==> src/sv/sfs_pkg.sv <==
// ----------------------------------------------------------------------------
// sfs_pkg
// shared types and constants of the sprite frame sequencer
// ----------------------------------------------------------------------------
package sfs_pkg;

  // operation codes carried in s_tuser
  localparam logic [2:0] OP_TICK   = 3'd0;
  localparam logic [2:0] OP_START  = 3'd1;
  localparam logic [2:0] OP_STOP   = 3'd2;
  localparam logic [2:0] OP_PAUSE  = 3'd3;
  localparam logic [2:0] OP_RESUME = 3'd4;
  localparam logic [2:0] OP_LOAD   = 3'd5;

  // configuration register indexes
  localparam logic [2:0] REG_FRAME_WIDTH   = 3'd0;
  localparam logic [2:0] REG_FRAME_HEIGHT  = 3'd1;
  localparam logic [2:0] REG_FRAMES_ACROSS = 3'd2;
  localparam logic [2:0] REG_FRAME_PERIOD  = 3'd3;
  localparam logic [2:0] REG_RANGE_START   = 3'd4;
  localparam logic [2:0] REG_RANGE_END     = 3'd5;
  localparam logic [2:0] REG_PLAY_MODE     = 3'd6;
  localparam logic [2:0] REG_CUSTOM_LENGTH = 3'd7;

  // play_mode bits
  localparam int MODE_PINGPONG = 0;
  localparam int MODE_LOOP     = 1;
  localparam int MODE_CUSTOM   = 2;

  localparam logic [16:0] ACCUM_MAX = 17'h1FFFF;

  // request to the coordinate unit
  typedef struct packed {
    logic [5:0] frame;
    logic [6:0] across;
    logic [9:0] width;
    logic [9:0] height;
  } coord_req_t;

  // result of the coordinate unit
  typedef struct packed {
    logic        done;
    logic [15:0] x;
    logic [15:0] y;
  } coord_rsp_t;

endpackage

==> src/sv/sprite_frame_sequencer.sv <==
// ----------------------------------------------------------------------------
// sprite_frame_sequencer
// sprite sheet animation sequencer with range and custom-table play lists
// ----------------------------------------------------------------------------
// Each request on the slave stream (tick, start, stop, pause, resume or table
// load) gives exactly one result on the master stream: the frame at the play
// position, its sheet x/y, the playing flag and the position. Requests are
// handled one at a time; a request passes from acceptance to result through
// four control steps (update, advance, position with the table read, frame
// select), the bit-serial column/row split in the coordinate unit, which
// works through the six bits of the frame number in turn, the two products,
// the hand-back of the coordinates and the load of the output register. The
// next request can be taken in the cycle after that load. The result sits in
// an output register, so the next request is taken while it waits. The custom
// table is a synchronous memory of MAX_FRAMES entries; entries read before
// they are written return undefined data. Configuration is written through
// the cfg channel, which is always ready; the user must write it only while
// no request is in flight, and the block itself has no check for this.
// ----------------------------------------------------------------------------
module sprite_frame_sequencer
  import sfs_pkg::*;
#(
  parameter int MAX_FRAMES = 64
) (
  input  logic        clk,
  input  logic        rst,
  // request stream
  input  logic        s_tvalid,
  output logic        s_tready,
  input  logic [31:0] s_tdata,   // elapsed[15:0], entry_index[21:16], entry_value[27:22]
  input  logic [2:0]  s_tuser,   // operation
  // result stream
  output logic        m_tvalid,
  input  logic        m_tready,
  output logic [47:0] m_tdata,   // frame_number[5:0], frame_x[21:6], frame_y[37:22],
                                 // playing[38], play_position[45:39]
  // configuration write channel
  input  logic        cfg_valid,
  output logic        cfg_ready,
  input  logic [2:0]  cfg_index,
  input  logic [15:0] cfg_data
);

  localparam int AW        = $clog2(MAX_FRAMES);
  localparam int LEN_CLAMP = (MAX_FRAMES > 127) ? 127 : MAX_FRAMES;

  // one-hot sequence of a request
  typedef enum logic [6:0] {
    S_IDLE  = 7'b0000001,
    S_EXEC  = 7'b0000010,
    S_ADV   = 7'b0000100,
    S_POS   = 7'b0001000,
    S_FRAME = 7'b0010000,
    S_COORD = 7'b0100000,
    S_DONE  = 7'b1000000
  } state_t;

  state_t state;

  // configuration registers
  logic [9:0]  frame_width;
  logic [9:0]  frame_height;
  logic [6:0]  frames_across;
  logic [15:0] frame_period;
  logic [5:0]  range_start;
  logic [5:0]  range_end;
  logic [2:0]  play_mode;
  logic [6:0]  custom_length;

  // animation state
  logic [16:0] time_accum;
  logic [6:0]  play_index;
  logic        running;

  // captured request
  logic [2:0]  op;
  logic [15:0] elapsed;
  logic [5:0]  entry_index;
  logic [5:0]  entry_value;

  // work registers
  logic [6:0]  list_len;
  logic        adv_pending;
  logic [6:0]  pos;
  logic [5:0]  frame;

  // play list length, from configuration alone
  logic        range_up;
  logic [5:0]  span;
  logic [6:0]  len_next;

  assign range_up = range_start <= range_end;
  assign span     = range_up ? (range_end - range_start) : (range_start - range_end);

  always_comb begin
    if (play_mode[MODE_CUSTOM]) begin
      if (custom_length == 7'd0) begin
        len_next = 7'd1;
      end else if (int'(custom_length) > LEN_CLAMP) begin
        len_next = 7'(LEN_CLAMP);
      end else begin
        len_next = custom_length;
      end
    end else if (span == 6'd0) begin
      len_next = 7'd0;                        // empty range
    end else if (!play_mode[MODE_PINGPONG]) begin
      len_next = {1'b0, span} + 7'd1;
    end else if (play_mode[MODE_LOOP]) begin
      len_next = {span, 1'b0};                // final return to the range start dropped
    end else begin
      len_next = {span, 1'b0} + 7'd1;
    end
  end

  // saturating accumulate
  logic [17:0] accum_sum;
  logic [16:0] accum_sat;
  assign accum_sum = {1'b0, time_accum} + {2'b0, elapsed};
  assign accum_sat = accum_sum[17] ? ACCUM_MAX : accum_sum[16:0];

  logic [7:0] index_inc;
  assign index_inc = {1'b0, play_index} + 8'd1;

  // range frame from the clamped position
  logic [6:0] back_steps;
  logic [5:0] range_frame;
  assign back_steps = pos - {1'b0, span};

  always_comb begin
    if (pos <= {1'b0, span}) begin
      range_frame = range_up ? (range_start + pos[5:0]) : (range_start - pos[5:0]);
    end else begin
      range_frame = range_up ? (range_end - back_steps[5:0]) : (range_end + back_steps[5:0]);
    end
  end

  // custom table
  logic       tbl_wr;
  logic       tbl_rd;
  logic [5:0] tbl_data;

  assign tbl_wr = (state == S_EXEC) && (op == OP_LOAD) && (int'(entry_index) < MAX_FRAMES);
  assign tbl_rd = (state == S_POS);

  sfs_table_mem #(
    .DEPTH (MAX_FRAMES)
  ) u_table (
    .clk     (clk),
    .wr_en   (tbl_wr),
    .wr_addr (AW'(entry_index)),
    .wr_data (entry_value),
    .rd_en   (tbl_rd),
    .rd_addr (AW'((play_index >= list_len) ? (list_len - 7'd1) : play_index)),
    .rd_data (tbl_data)
  );

  // coordinate unit
  logic       frame_sel_valid;
  logic [5:0] frame_next;
  coord_req_t coord_req;
  coord_rsp_t coord_rsp;

  always_comb begin
    if (list_len == 7'd0) begin
      frame_next = range_start;             // empty list reports the range start
    end else if (play_mode[MODE_CUSTOM]) begin
      frame_next = tbl_data;
    end else begin
      frame_next = range_frame;
    end
  end

  assign frame_sel_valid = (state == S_FRAME);
  assign coord_req = '{frame:  frame_next,
                       across: frames_across,
                       width:  frame_width,
                       height: frame_height};

  sfs_coord_unit u_coord (
    .clk   (clk),
    .rst   (rst),
    .start (frame_sel_valid),
    .req   (coord_req),
    .rsp   (coord_rsp)
  );

  // configuration writes
  assign cfg_ready = 1'b1;

  always_ff @(posedge clk) begin
    if (rst) begin
      frame_width   <= 10'd1;
      frame_height  <= 10'd1;
      frames_across <= 7'd1;
      frame_period  <= 16'd1;
      range_start   <= 6'd0;
      range_end     <= 6'd0;
      play_mode     <= 3'd0;
      custom_length <= 7'd1;
    end else if (cfg_valid && cfg_ready) begin
      unique case (cfg_index)
        REG_FRAME_WIDTH:   frame_width   <= cfg_data[9:0];
        REG_FRAME_HEIGHT:  frame_height  <= cfg_data[9:0];
        REG_FRAMES_ACROSS: frames_across <= cfg_data[6:0];
        REG_FRAME_PERIOD:  frame_period  <= cfg_data;
        REG_RANGE_START:   range_start   <= cfg_data[5:0];
        REG_RANGE_END:     range_end     <= cfg_data[5:0];
        REG_PLAY_MODE:     play_mode     <= cfg_data[2:0];
        REG_CUSTOM_LENGTH: custom_length <= cfg_data[6:0];
        default: ;
      endcase
    end
  end

  assign s_tready = (state == S_IDLE);

  // request capture
  always_ff @(posedge clk) begin
    if (s_tvalid && s_tready) begin
      op          <= s_tuser;
      elapsed     <= s_tdata[15:0];
      entry_index <= s_tdata[21:16];
      entry_value <= s_tdata[27:22];
    end
  end

  // sequence and animation state
  always_ff @(posedge clk) begin
    if (rst) begin
      state       <= S_IDLE;
      time_accum  <= 17'd0;
      play_index  <= 7'd0;
      running     <= 1'b0;
      adv_pending <= 1'b0;
    end else begin
      unique case (state)
        S_IDLE: begin
          if (s_tvalid) begin
            state <= S_EXEC;
          end
        end
        S_EXEC: begin
          list_len    <= len_next;
          adv_pending <= 1'b0;
          unique case (op)
            OP_TICK: begin
              if (running) begin
                if (len_next == 7'd0) begin
                  running    <= 1'b0;
                  play_index <= 7'd0;
                end else begin
                  time_accum  <= accum_sat;
                  adv_pending <= 1'b1;
                end
              end
            end
            OP_START: begin
              play_index <= 7'd0;
              running    <= (len_next != 7'd0);
            end
            OP_STOP: begin
              running    <= 1'b0;
              play_index <= 7'd0;
            end
            OP_PAUSE:  running <= 1'b0;
            OP_RESUME: running <= (len_next != 7'd0);
            default: ;                       // load goes to the table, others do nothing
          endcase
          state <= S_ADV;
        end
        S_ADV: begin
          if (adv_pending && (time_accum >= {1'b0, frame_period})) begin
            time_accum <= time_accum - {1'b0, frame_period};
            if (index_inc >= {1'b0, list_len}) begin
              if (play_mode[MODE_LOOP]) begin
                play_index <= 7'd0;
              end else begin
                play_index <= list_len - 7'd1;
                running    <= 1'b0;
              end
            end else begin
              play_index <= index_inc[6:0];
            end
          end
          state <= S_POS;
        end
        S_POS: begin
          // a position past a shrunk list reads the last entry
          pos   <= (play_index >= list_len) ? (list_len - 7'd1) : play_index;
          state <= S_FRAME;
        end
        S_FRAME: begin
          frame <= frame_next;
          state <= S_COORD;
        end
        S_COORD: begin
          if (coord_rsp.done) begin
            state <= S_DONE;
          end
        end
        S_DONE: begin
          if (!m_tvalid || m_tready) begin
            state <= S_IDLE;
          end
        end
        default: state <= S_IDLE;
      endcase
    end
  end

  // output register
  always_ff @(posedge clk) begin
    if (rst) begin
      m_tvalid <= 1'b0;
    end else if ((state == S_DONE) && (!m_tvalid || m_tready)) begin
      m_tvalid <= 1'b1;
    end else if (m_tready) begin
      m_tvalid <= 1'b0;
    end
  end

  always_ff @(posedge clk) begin
    if ((state == S_DONE) && (!m_tvalid || m_tready)) begin
      m_tdata <= {2'b00, play_index, running, coord_rsp.y, coord_rsp.x, frame};
    end
  end

endmodule

==> src/sv/sfs_table_mem.sv <==
// ----------------------------------------------------------------------------
// sfs_table_mem
// custom play table, one write and one registered read port
// ----------------------------------------------------------------------------
module sfs_table_mem #(
  parameter int DEPTH = 64
) (
  input  logic                     clk,
  input  logic                     wr_en,
  input  logic [$clog2(DEPTH)-1:0] wr_addr,
  input  logic [5:0]               wr_data,
  input  logic                     rd_en,
  input  logic [$clog2(DEPTH)-1:0] rd_addr,
  output logic [5:0]               rd_data
);

  logic [5:0] mem [DEPTH];

  always_ff @(posedge clk) begin
    if (wr_en) begin
      mem[wr_addr] <= wr_data;
    end
  end

  always_ff @(posedge clk) begin
    if (rd_en) begin
      rd_data <= mem[rd_addr];
    end
  end

endmodule

==> src/sv/sfs_coord_unit.sv <==
// ----------------------------------------------------------------------------
// sfs_coord_unit
// sheet coordinates of a frame: bit-serial column/row split, then two products
// ----------------------------------------------------------------------------
module sfs_coord_unit
  import sfs_pkg::*;
(
  input  logic       clk,
  input  logic       rst,
  input  logic       start,
  input  coord_req_t req,
  output coord_rsp_t rsp
);

  typedef enum logic [2:0] {
    C_IDLE = 3'b001,
    C_DIV  = 3'b010,
    C_MUL  = 3'b100
  } cstate_t;

  cstate_t     state;
  logic [6:0]  divisor;
  logic [6:0]  rem;
  logic [5:0]  dvd;
  logic [5:0]  quot;
  logic [2:0]  cnt;
  logic [9:0]  width_r;
  logic [9:0]  height_r;
  logic [7:0]  trial;
  logic        fits;
  logic        done_r;
  logic [15:0] x_r;
  logic [15:0] y_r;

  assign trial = {rem, dvd[5]};
  assign fits  = trial >= {1'b0, divisor};
  assign rsp   = '{done: done_r, x: x_r, y: y_r};

  always_ff @(posedge clk) begin
    if (rst) begin
      state  <= C_IDLE;
      done_r <= 1'b0;
    end else begin
      done_r <= 1'b0;
      unique case (state)
        C_IDLE: begin
          if (start) begin
            state <= C_DIV;
          end
        end
        C_DIV: begin
          if (cnt == 3'd5) begin
            state <= C_MUL;
          end
        end
        C_MUL: begin
          done_r <= 1'b1;
          state  <= C_IDLE;
        end
        default: state <= C_IDLE;
      endcase
    end
  end

  // datapath
  always_ff @(posedge clk) begin
    unique case (state)
      C_IDLE: begin
        if (start) begin
          // zero frames across counts as one
          divisor  <= (req.across == 7'd0) ? 7'd1 : req.across;
          rem      <= 7'd0;
          dvd      <= req.frame;
          quot     <= 6'd0;
          cnt      <= 3'd0;
          width_r  <= req.width;
          height_r <= req.height;
        end
      end
      C_DIV: begin
        // one quotient bit a cycle
        rem  <= fits ? 7'(trial - {1'b0, divisor}) : trial[6:0];
        quot <= {quot[4:0], fits};
        dvd  <= {dvd[4:0], 1'b0};
        cnt  <= cnt + 3'd1;
      end
      C_MUL: begin
        // remainder never exceeds the frame number, so six bits hold it
        x_r <= {10'd0, rem[5:0]} * {6'd0, width_r};
        y_r <= {10'd0, quot} * {6'd0, height_r};
      end
      default: ;
    endcase
  end

endmodule

==> config.mk <==
export PLATFORM = sky130hd
export DESIGN_NAME = sprite_frame_sequencer
export DESIGN_NICKNAME = d
export VERILOG_FILES = /design/src/sv/sfs_pkg.sv /design/src/sv/sprite_frame_sequencer.sv /design/src/sv/sfs_table_mem.sv /design/src/sv/sfs_coord_unit.sv
export SDC_FILE = /design/constraint.sdc
export NUM_CORES = 1
export LEC_CHECK = 0
export ABC_CLOCK_PERIOD_IN_PS = 6000
export BUFFER_PORTS_ARGS = -buffer_cell sky130_fd_sc_hd__buf_2
export CAP_MARGIN = 30
export CORE_AREA = 5 5 437 310
export DETAILED_ROUTE_END_ITERATION = 12
export DIE_AREA = 0 0 442 315
export SKIP_CTS_REPAIR_TIMING = 1
export SKIP_LAST_GASP = 1
export SLEW_MARGIN = 20
export SYNTH_ARGS = -nofsm -noshare
export SYNTH_HDL_FRONTEND = slang
export SYNTH_SLANG_ARGS = --single-unit
==> constraint.sdc <==
create_clock -name clk -period 6 [get_ports clk]
set_input_delay 1.2 -clock clk [delete_from_list [all_inputs] [get_ports clk]]
set_output_delay 1.2 -clock clk [all_outputs]
set_load 0.03 [all_outputs]
* Yosys cells after proc, flatten, opt, wreduce, memory -nomap -nowiden
Memory sizes are Yosys's and may differ from the RTL's. A register that Yosys moved wholly into a read port is not among the register bits. Cells that the tools add are included.
Cells by class: multiplexer cells 55, multipliers 2, reductions and logical operators 38, add/sub/neg operators 15, bitwise operators 1, equal/unequal tests 38, magnitude comparators 7
Operator list (count):
- 2-to-1 mux 7 bit | 17
- 2-to-1 mux 17 bit | 5
- one-hot mux 7 bit (7 select lines) | 1
- 2-to-1 mux 6 bit | 8
- one-hot mux 7 bit (2 select lines) | 3
- one-hot mux 17 bit (2 select lines) | 1
- multiplier 6 x 10 -> 16 bit | 2
- subtractor 6 bit | 5
- logical NOT 7 bit | 4
- AND reduction 2 bit | 14
- == test 3 bit, second input constant | 8
- one-hot mux 6 bit (2 select lines) | 2
- adder 17 x 16 -> 18 bit | 1
- greater-or-equal comparator 17 x 16 -> 1 bit | 1
- subtractor 17 x 16 -> 17 bit | 1
- greater-or-equal comparator 8 x 7 -> 1 bit | 2
- != test 2 bit, second input constant | 8
- == test 3 x 2 -> 1 bit, second input constant | 5
- AND reduction 5 bit | 3
- adder 6 bit | 2
- one-hot mux 3 bit (2 select lines) | 2
- 2-to-1 mux 1 bit | 11
- == test 3 x 1 -> 1 bit, second input constant | 3
- 2-to-1 mux 3 bit | 3
- other kinds (33) | 44
Storage, ports and cells: word-level logic and storage cells 190, output and inout bits 51, RAM bits 384, bits in registers 281, memories 1, input bits 59
Memory list:
- u_table.mem | depth 64, bits a word 6, rd ports 1, clocked after Yosys merged registers in 1, write ports 1, RTL line sfs_table_mem.sv:17 | logic [5:0] mem [DEPTH];

* Logic depth before layout (Yosys ltp)
Gate-level depths: netlist of run 1.
word-level depth 12, depth in mapped cells 25, gate-level depth less buffers 25

* Modules after synthesis
From an unflattened synthesis of run 1, not the netlist that was laid out.
Unflattened totals: cells, all modules 2563, area total of the unflattened synthesis 33579.7 sq um
By module, submodules not included:
- sfs_table_mem | sequential area each 11711.2 sq um, area each 15285.9 sq um, cells each 721, instances 1
- sprite_frame_sequencer | sequential area each 4894.7 sq um, area each 11299.6 sq um, cells each 1185, instances 1
- sfs_coord_unit | sequential area each 2512.4 sq um, area each 6994.2 sq um, cells each 657, instances 1

* Worst setup path after synthesis of run 1
No wires, ideal clock.
kind register to register, from register range_start[0], to register u_coord.dvd[5] (data pin), data required time 5.740 ns, path slack 1.160 ns, library setup time 0.260 ns, stages on the path, launching flop included 26, data arrival time 4.580 ns, cell sequence dfxtp_1 > inv_1 > ha_1 > inv_1 > fa_1 > a21o_1 > a211o_1 > a21bo_2 > and2_1 > xnor2_1 > ha_1 > inv_1 > ha_1 > mux2i_1 > ha_1 > nor2b_1 > o21ai_0 > nand2b_1 > a21o_1 > a21oi_1 > xnor2_1 > xnor2_1 > xnor2_1 > or3_1 > a21oi_1 > mux2_2
Between the ends: longest elaborated chain between the ends 10, elaborated cells between the ends (all ways) 17, classes of those cells add/sub (7); order compare (2); mux (8)
RTL lines:
- start: declaration | RTL line sprite_frame_sequencer.sv:65 | logic [5:0] range_start;
- start signal: assignment | RTL line sprite_frame_sequencer.sv:206 | REG_RANGE_START: range_start <= cfg_data[5:0];
- subtractor 6 bit or less-or-equal comparator 6 bit (tied branches) | RTL line sprite_frame_sequencer.sv:93, sprite_frame_sequencer.sv:92
- 2-to-1 mux 6 bit | RTL line sprite_frame_sequencer.sv:93 | assign span = range_up ? (range_end - range_start) : (range_start - range_end);
- subtractor 6 bit | RTL line sprite_frame_sequencer.sv:127 | assign back_steps = pos - {1'b0, span};
- adder 6 bit or subtractor 6 bit (tied branches) | RTL line sprite_frame_sequencer.sv:133 | range_frame = range_up ? (range_end - back_steps[5:0]) : (range_end + back_steps[5:0]);
- 2-to-1 mux 6 bit | RTL line sprite_frame_sequencer.sv:133
- 2-to-1 mux 6 bit * | RTL line sprite_frame_sequencer.sv:130 | if (pos <= {1'b0, span}) begin
- 2-to-1 mux 6 bit * | RTL line sprite_frame_sequencer.sv:166 | end else if (play_mode[MODE_CUSTOM]) begin
- 2-to-1 mux 6 bit * | RTL line sprite_frame_sequencer.sv:164 | if (list_len == 7'd0) begin
- via frame_next[5] | RTL line sprite_frame_sequencer.sv:159 | logic [5:0] frame_next;
- 2-to-1 mux 6 bit * | RTL line sfs_coord_unit.sv:69 | if (start) begin
- one-hot mux 6 bit (2 select lines) * | RTL line sfs_coord_unit.sv:67 | unique case (state)
- end signal: assignment | RTL line sfs_coord_unit.sv:73 | dvd <= req.frame;
- end signal: assignment | RTL line sfs_coord_unit.sv:84 | dvd <= {dvd[4:0], 1'b0};
- end: declaration | RTL line sfs_coord_unit.sv:24 | logic [5:0] dvd;
Mark *: on every way through the listed nets, which the timed path passes. The rest lies on a longest branch. The select of a mux whose other input is x is not followed. A chain may end at the register's enable or synchronous reset.

* Final worst setup path of run 1
Ends and elaborated chain as after synthesis.

==> summary.md, run 1 <==
| Metric | Value |
|---|---|
| Nets | `approximately 2800` |
| Tightest Pin Transition | `0.851 ns` |
| Register bit total from synthesis | `between 600 and 700` |
| First-pass GRT wire length | `119000 um` |
| VDD IR max | `0.184 mV` |
| PortBufs | `just over 100` |
| Pwr dens | `around 290 mW/mm2` |
| Boundary pin count | `110` |
| Final-report max-slew violation count | `0` |
| Share of total power in the clock network | `0.420` |
| Unrepaired setup endpoints after global routing | `no` |
| Core area | `approximately 0.13 mm2` |
| Maximum Capacitance Violations | `0` |
| Vias | `roughly 20000` |
| CP Launch Type | `flop` |
| Number of remaining DRC errors | `0` |
| P_sw | `approximately 0.0026 W` |
| # rows | `between 100 and 150` |
| Worst Hold Class | `reg -> reg` |
| Reg power frac | `0.486` |
| Pint | `just over 0.008 W` |
| Reg-to-reg slack, setup | `about 0.40 ns` |
| Max clock buf depth | `3` |
| Post-Layout Inst Area | `0.0376 mm2` |
| CP Capture Type | `flop` |
| Sw Share | `0.245` |
| Worst EP required | `between 6 and 7 ns` |
| Worst-Skew Late Latency | `approximately 0.66 ns` |
| Routed len/inst | `17.8 um` |
| Largest net degree at the start of global routing | `65` |
| Die Area | `roughly 0.14 mm2` |
| Die W | `442 um` |
| Reg clk slew, reported paths | `~0.070 ns` |
| Clock skew after layout | `0.0489 ns` |
| ANT nets after route | `0` |
| Yosys warns | `0` |
| Fmax | `0.179 GHz` |
| Total negative slack | `0 ns` |
| Vias in the first global route | `slightly below 20000` |
| Die height | `315 um` |
| Via density | `roughly 4.5` |
| Starting Density | `0.249` |
| Final worst setup slack | `roughly 0.40 ns` |
| Share of layout cells above drive strength 1 | `0.156` |
| CTS root buf | `clkbuf_16` |
| Rel. slew slack | `0.416` |
| Mapped Area | `around 0.032 mm2` |
| Final min period | `~5.6 ns` |
| Total congestion overflow | `0` |
| Dpl ws | `approximately 0.45 ns` |
| Clock sinks | `~670` |
| Status | `completed` |
| Total track usage | `0.109` |
| CTS tree | `done` |
| Most frequent cells in the layout | `edfxtp_1, nand2_1, nor2_1, inv_1` |
| Drt first pass iters | `5` |
| Final setup viols | `0` |
| DP Area | `between 0.03 and 0.04 mm2` |
| WL final | `77400 um` |
| Iteration-0 DRC Markers | `1832` |
| Detailed Place HPWL | `between 50000 and 60000 um` |
| Synth-to-layout area growth | `15.8%` |
| Worst path arrival time | `slightly above 6 ns` |
| Initial antenna violation count | `6` |
| Syn avg cell area | `13.4 um2` |
| Comb pwr share | `0.094` |
| Final worst path period share | `0.934` |
| CP Class | `reg -> reg` |
| Total CTS buffers | `between 60 and 70` |
| Post-synth ARST share | `0` |
| Number of synthesized flops with an enable pin | `around 570` |
| Fillers | `13000` |
| Hold Violations, Final | `0` |
| Yosys cell types | `85` |
| Max Fanout on Critical Path | `13` |
| Most common cell after layout, fill and taps aside | `edfxtp_1` |
| P_leak | `about 13 nW` |
| H-tree depth | `3` |
| Sequential area share after synthesis | `0.589` |
| Synth Instances | `~2400` |
| Top_reg_cell synth | `edfxtp_1` |
| GP Congestion | `a little over 0.8` |
-- registers in the layout, indices dropped and copies added, names as in the netlist, 10 cells and up --
register          cells
elapsed              16
u_table.mem         384
frame_width          10
frame_height         10
u_coord.width_r      10
u_coord.x_r          16
u_coord.y_r          16
time_accum           17
frame_period         16
u_coord.height_r     10
m_tdata              46
-- through the flow --
step / total power, W / cells / hold WS, ns / util
after global placement: 0.00631 / 4224 / 0.404 / 0.269
after global routing: 0.0112 / 4356 / 0.426 / 0.288
final: 0.0107 / 4357 / 0.418 / 0.288
after CTS: 0.0109 / 4353 / 0.415 / 0.288
after floorplan: 0.00603 / 2421 / 0.400 / -
after detailed placement: 0.00633 / 4229 / 0.405 / 0.270
-- power groups by stage --
stage / combinational (W) / sequential, W / clock, W
floorplan: 0.000680 / 0.00535 / 0
CTS: 0.00101 / 0.00523 / 0.00463
global route: 0.00112 / 0.00523 / 0.00482
global placement: 0.000987 / 0.00533 / 0
finish: 0.00101 / 0.00523 / 0.00451
detailed placement: 0.00100 / 0.00533 / 0
-- worst paths after layout --
check | depth (start not counted) | endpoint | start
setup / recovery | 25 | u_coord.dvd[5]$_DFFE_PP_ | range_start[0]$_SDFFE_PP0P_
hold / removal | 0 | m_tdata[8]$_DFFE_PP_ | u_coord.x_r[2]$_DFFE_PP_
setup reg to reg | 25 | u_coord.dvd[5]$_DFFE_PP_ | range_start[0]$_SDFFE_PP0P_
hold reg to reg | 0 | m_tdata[8]$_DFFE_PP_ | u_coord.x_r[2]$_DFFE_PP_
-- layout make-up --
class / instances / area [um2] / area share
sequential: 671 / 19100 / 0.509
multi-input combinational: 1502 / 12400 / 0.330
tap: 1751 / 2190 / 0.0583
clock buffer: 79 / 1810 / 0.0483
timing repair buffer: 145 / 881 / 0.0234
inverter: 162 / 608 / 0.0162
clock inverter: 45 / 576 / 0.0153
antenna: 2 / 5.00 / 0.000133
-- cells by family after synthesis --
family          Yosys count  synth area share
other cells               2          0.000231
buf+inv                 248            0.0300
xor+xnor                 88            0.0243
simple gates            688             0.101
fa+ha+maj               208            0.0971
mux                     149            0.0835
compound gates          366            0.0749
flops                   671             0.589
-- layer usage --
| layer | up-vias | GRT usage | wire length, um |
|---|---|---|---|
| li1 | 9173 | - | - |
| met1 | 9835 | 0.164 | 38200 |
| met2 | 575 | 0.156 | 32100 |
| met3 | 111 | 0.0274 | 5650 |
| met4 | 0 | 0.0254 | 1430 |
| met5 | - | 0 | 0 |
-- Yosys cell counts (all sizes together), types with 16 or more instances --
library cell  number  area, um2
ha               135       1690
o21ai             47        246
nor3              26        135
xnor2             58        527
inv              160        601
nand2            242        916
mux4              96       2160
and2              54        340
mux2i             41        410
nor2b             30        188
xor2              30        263
nand3             19       95.1
edfxtp           568      17100
buf               25        136
nor2             190        713
nand4             21        131
a221o             16        160
clkbuf            61        229
a21oi            137        693
a21o              31        233
a22oi             32        240
fa                73       1460
nand3b            16        120
nand2b            18        113
dfxtp            103       2060
-- worst max-delay path, stage by stage (launching register included) --
cell	delay, ns
dfxtp_1	0.34
inv_1	0.09
ha_1	0.17
inv_1	0.06
fa_1	0.42
a21o_1	0.25
a211o_1	0.38
nand2_4	0.19
mux2i_1	0.12
a21oi_2	0.29
inv_1	0.15
ha_1	0.33
inv_1	0.08
xnor2_1	0.29
and3_1	0.23
nor2_1	0.05
xor2_1	0.15
ha_1	0.33
a21o_1	0.17
a21oi_1	0.19
xnor2_1	0.16
xnor2_1	0.11
xnor2_1	0.12
or3_1	0.30
a21oi_1	0.29
mux2_2	0.22
Note: power is estimated with default switching activity, not from simulation.
==> run 2: changes to the inputs <==
--- a/config.mk
+++ b/config.mk
@@ -6,10 +6,11 @@
 export NUM_CORES = 1
 export LEC_CHECK = 0
+export ABC_AREA = 1
 export ABC_CLOCK_PERIOD_IN_PS = 6000
 export BUFFER_PORTS_ARGS = -buffer_cell sky130_fd_sc_hd__buf_2
 export CAP_MARGIN = 30
-export CORE_AREA = 5 5 437 310
+export CORE_AREA = 5 5 443 314
 export DETAILED_ROUTE_END_ITERATION = 12
-export DIE_AREA = 0 0 442 315
+export DIE_AREA = 0 0 448 319
 export SKIP_CTS_REPAIR_TIMING = 1
 export SKIP_LAST_GASP = 1
==> constraint.sdc (replaced) <==
create_clock -name clk -period 6 [get_ports clk]
set_input_delay 0.6 -clock clk [delete_from_list [all_inputs] [get_ports clk]]
set_output_delay 0.6 -clock clk [all_outputs]
set_load 0.03 [all_outputs]
==> run 2 against run 1 <==
  * Sequential share of layout area down 0.92 points
  * Worst hold slack worse by 0.32 ns
  * Critical path type unchanged
  * Sequential power up 5.5%
  * Final area up 1.9%
  * Highest routed layer unchanged
  * Wire length up 5.9%
  * Synthesized cell count up 31%
==> summary.md, run 2 <==
| Metric | Value |
|---|---|
| Status | `completed` |
| Vias in the first global route | `21900 (+13%)` |
| Starting Density | `0.248 (-0.000762)` |
| Yosys cell types | `55 (-35%)` |
| P_leak | `14.7 nW (+9.0%)` |
| DP Area | `0.0358 mm2 (+1.8%)` |
| Share of total power in the clock network | `0.335 (-0.085)` |
| Yosys warns | `0 (unchanged)` |
| Synth Instances | `3165 (+31%)` |
| First-pass GRT wire length | `127000 um (+7.4%)` |
| Total track usage | `0.113 (+0.00407)` |
| Synth Area in XOR/XNOR | `0.0178 (-0.00649)` |
| Critical path's most frequent cell | `nand2_1` |
| Iteration-0 DRC Markers | `2115 (+15%)` |
| Final-report max-slew violation count | `0 (unchanged)` |
| Largest family of logic cells by synthesized area | `simple AND/OR/NAND/NOR gates` |
| Most common cell in the synthesized netlist | `edfxtp_1` |
| Most frequent cells in the layout | `edfxtp_1, nand2_1, nor2_1, inv_1, o21ai_0` |
| Boundary pin count | `110 (unchanged)` |
| CTS tree | `done` |
| Most area-consuming cells after synthesis | `edfxtp_1, dfxtp_1, ha_1, nand2_1, o211ai_1` |
| Most instantiated cells after synthesis | `edfxtp_1, nand2_1, nor2_1` |
| Reg power frac | `0.413 (-0.073)` |
| Fmax | `0.211 GHz (+18%)` |
| Number of synthesized flops with an enable pin | `568 (unchanged)` |
| Mapped Area | `0.0334 mm2 (+2.9%)` |
| Mux share of post-synthesis cell area | `0 (-0.0835)` |
| Share of layout cells above drive strength 1 | `0.119 (-0.0365)` |
| Clock skew after layout | `0.0893 ns (+0.0403 ns)` |
| Area fraction in compound gates after synthesis | `0.107 (+0.0325)` |
| VDD IR max | `0.336 mV (+83%)` |
| CP Class | `reg -> reg` |
| Worst path arrival time | `5.18 ns (-0.93 ns)` |
| Comb pwr share | `0.252 (+0.158)` |
| Area leader, netlist | `edfxtp_1` |
| GP Congestion | `0.858 (+4.5%)` |
| Simple-Gate Fraction of Synth Area | `0.152 (+0.0509)` |
| Largest net degree at the start of global routing | `194 (+200%)` |
| Die W | `448 um (+1.4%)` |
| ANT nets after route | `0 (unchanged)` |
| Initial antenna violation count | `2 (-4)` |
| CP Capture Type | `flop` |
| Via density | `4.50 (-0.40%)` |
| Adder-cell share of the synthesized area | `0.0943 (-0.00273)` |
| Register bit total from synthesis | `671 (unchanged)` |
| Post-Layout Inst Area | `0.0383 mm2 (+1.9%)` |
| # rows | `113 (+1.8%)` |
| Total congestion overflow | `0 (unchanged)` |
| H-tree depth | `3 (unchanged)` |
| Biggest register | `u_table.mem` |
| Rel. slew slack | `0.363 (-0.0534)` |
| Max clock buf depth | `3 (unchanged)` |
| Total CTS buffers | `70 (+4.5%)` |
| Pwr dens | `349 mW/mm2 (+22%)` |
| Synth-to-layout area growth | `14.7%` |
| CTS root buf | `clkbuf_16` |
| Drt first pass iters | `6 (+1)` |
| Routed len/inst | `16.2 um (-9.0%)` |
| Largest register FFs | `384 (unchanged)` |
| Clock sinks | `671 (unchanged)` |
| Area share of the largest cell type after synthesis | `0.511 (-0.0148)` |
| Sequential area share after synthesis | `0.573 (-0.0166)` |
| Nets | `3497 (+24%)` |
| Total negative slack | `0 ns (unchanged)` |
| Reg2Reg Depth | `33 (+32%)` |
| Top_reg_cell synth | `edfxtp_1` |
| Biggest regs | `u_table.mem (384), m_tdata (46), time_accum (17)` |
| Final min period | `4.74 ns (-0.859 ns)` |
| Final setup viols | `0 (unchanged)` |
| WL final | `82000 um (+5.9%)` |
| Critical-path top delay cell | `ha_1` |
| Max Fanout on Critical Path | `8 (-5)` |
| Die Area | `0.143 mm2 (+2.6%)` |
| Worst Hold Path Cells | `1 (+1)` |
| Number of remaining DRC errors | `0 (unchanged)` |
| Maximum Capacitance Violations | `0 (unchanged)` |
| P_sw | `0.00442 W (+68%)` |
| Hold Violations, Final | `0 (unchanged)` |
| Unrepaired setup endpoints after global routing | `no` |
| Core area | `0.135 mm2 (+3.2%)` |
| Reg clk slew, reported paths | `0.07 ns (about the same)` |
| Pint | `0.00894 W (+10%)` |
| Vias | `22800 (+16%)` |
| CP Launch Type | `flop` |
| Most common cell after layout, fill and taps aside | `edfxtp_1` |
| Syn avg cell area | `10.6 um2 (-21%)` |
| Post-synth ARST share | `0 (unchanged)` |
| Crit path largest cell delay | `0.44 ns (+0.02 ns)` |
| Detailed Place HPWL | `54300 um (-0.28%)` |
| Die height | `319 um (+1.3%)` |
| Worst Hold Class | `in -> reg` |
| Final worst path period share | `0.790 (-0.143)` |
| Worst EP required | `6.43 ns (-0.08 ns)` |
| Sw Share | `0.331 (+0.0855)` |
| Tightest Pin Transition | `0.955 ns (+0.104 ns)` |
| Worst-Skew Late Latency | `0.67 ns (about the same)` |
| PortBufs | `102 (unchanged)` |
run 2: cell count changes after synthesis, sizes merged, moves of 30 or more:
cell / delta
a22oi: -32
and2: -53
clkbuf: +57
inv: +170
mux2i: -41
mux4: -96
nand2: +179
nand3: +167
nor2: +187
nor2b: -30
o211ai: +198
o21ai: +186
or2: +101
xnor2: -41
run 2: worst paths after layout:
check	start	endpoint	slack, ns
setup reg to reg	range_start[3]$_SDFFE_PP0P_	u_coord.dvd[5]$_DFFE_PP_	1.26
setup / recovery	range_start[3]$_SDFFE_PP0P_	u_coord.dvd[5]$_DFFE_PP_	1.26
hold / removal	s_tdata[23]	entry_value[1]$_DFFE_PP_	0.10
hold reg to reg	u_coord.y_r[7]$_DFFE_PP_	m_tdata[29]$_DFFE_PP_	0.40
run 2: worst max-delay path: cells and delay by family, from the launching register on:
kind | cells | cell delay [ns]
flops | 1 | 0.41
compound gates | 2 | 0.35
fa+ha+maj | 4 | 1.24
simple gates | 20 | 1.98
buf+inv | 6 | 0.37
xor+xnor | 1 | 0.17
run 2: power groups by stage:
stage               combinational (W)  clock, W  sequential [W]
floorplan                     0.00218         0         0.00570
global placement              0.00328         0         0.00562
detailed placement            0.00333         0         0.00562
CTS                           0.00334   0.00458         0.00552
global route                  0.00375   0.00479         0.00553
finish                        0.00336   0.00448         0.00552
run 2: cell families after synthesis:
| kind of cell | after synthesis |
|---|---|
| flip-flops | 671 |
| adder cells (fa/ha/maj) | 208 |
| buffers and inverters | 472 |
| AND/OR/NAND/NOR | 1144 |
| AO/OA/AOI/OAI | 600 |
| other | 2 |
| XOR/XNOR | 68 |
run 2: layout make-up:
cell class | instances | area, um2
flip-flops and latches | 671 | 19100
diodes | 2 | 5.00
clock inverters | 44 | 513
repair buffers | 130 | 803
multi-input cells | 2023 | 12500
inverters | 334 | 1260
clock buffers | 83 | 1890
well taps | 1782 | 2230
fillers | 13900 | 96300
run 2: through the flow:
step / setup slack, ns / power, W / hold slack (ns) / cells / util
final: 1.26 / 0.0134 / 0.100 / 5069 / 0.284
after global routing: 0.717 / 0.0141 / 0.0632 / 5067 / 0.284
after CTS: 1.28 / 0.0134 / 0.0508 / 5065 / 0.284
after detailed placement: 1.25 / 0.00895 / 0.405 / 4938 / 0.266
after global placement: 1.19 / 0.00889 / 0.404 / 4935 / 0.266
after floorplan: 1.85 / 0.00788 / 0.400 / 3166 / -
run 2: per-layer routing:
| metal | wire length (um) | global-route usage | up-vias |
|---|---|---|---|
| li1 | - | - | 11100 |
| met3 | 5340 | 0.0206 | 132 |
| met5 | 0 | 0 | - |
| met2 | 35000 | 0.165 | 686 |
| met4 | 1990 | 0.0333 | 0 |
| met1 | 39700 | 0.170 | 10900 |
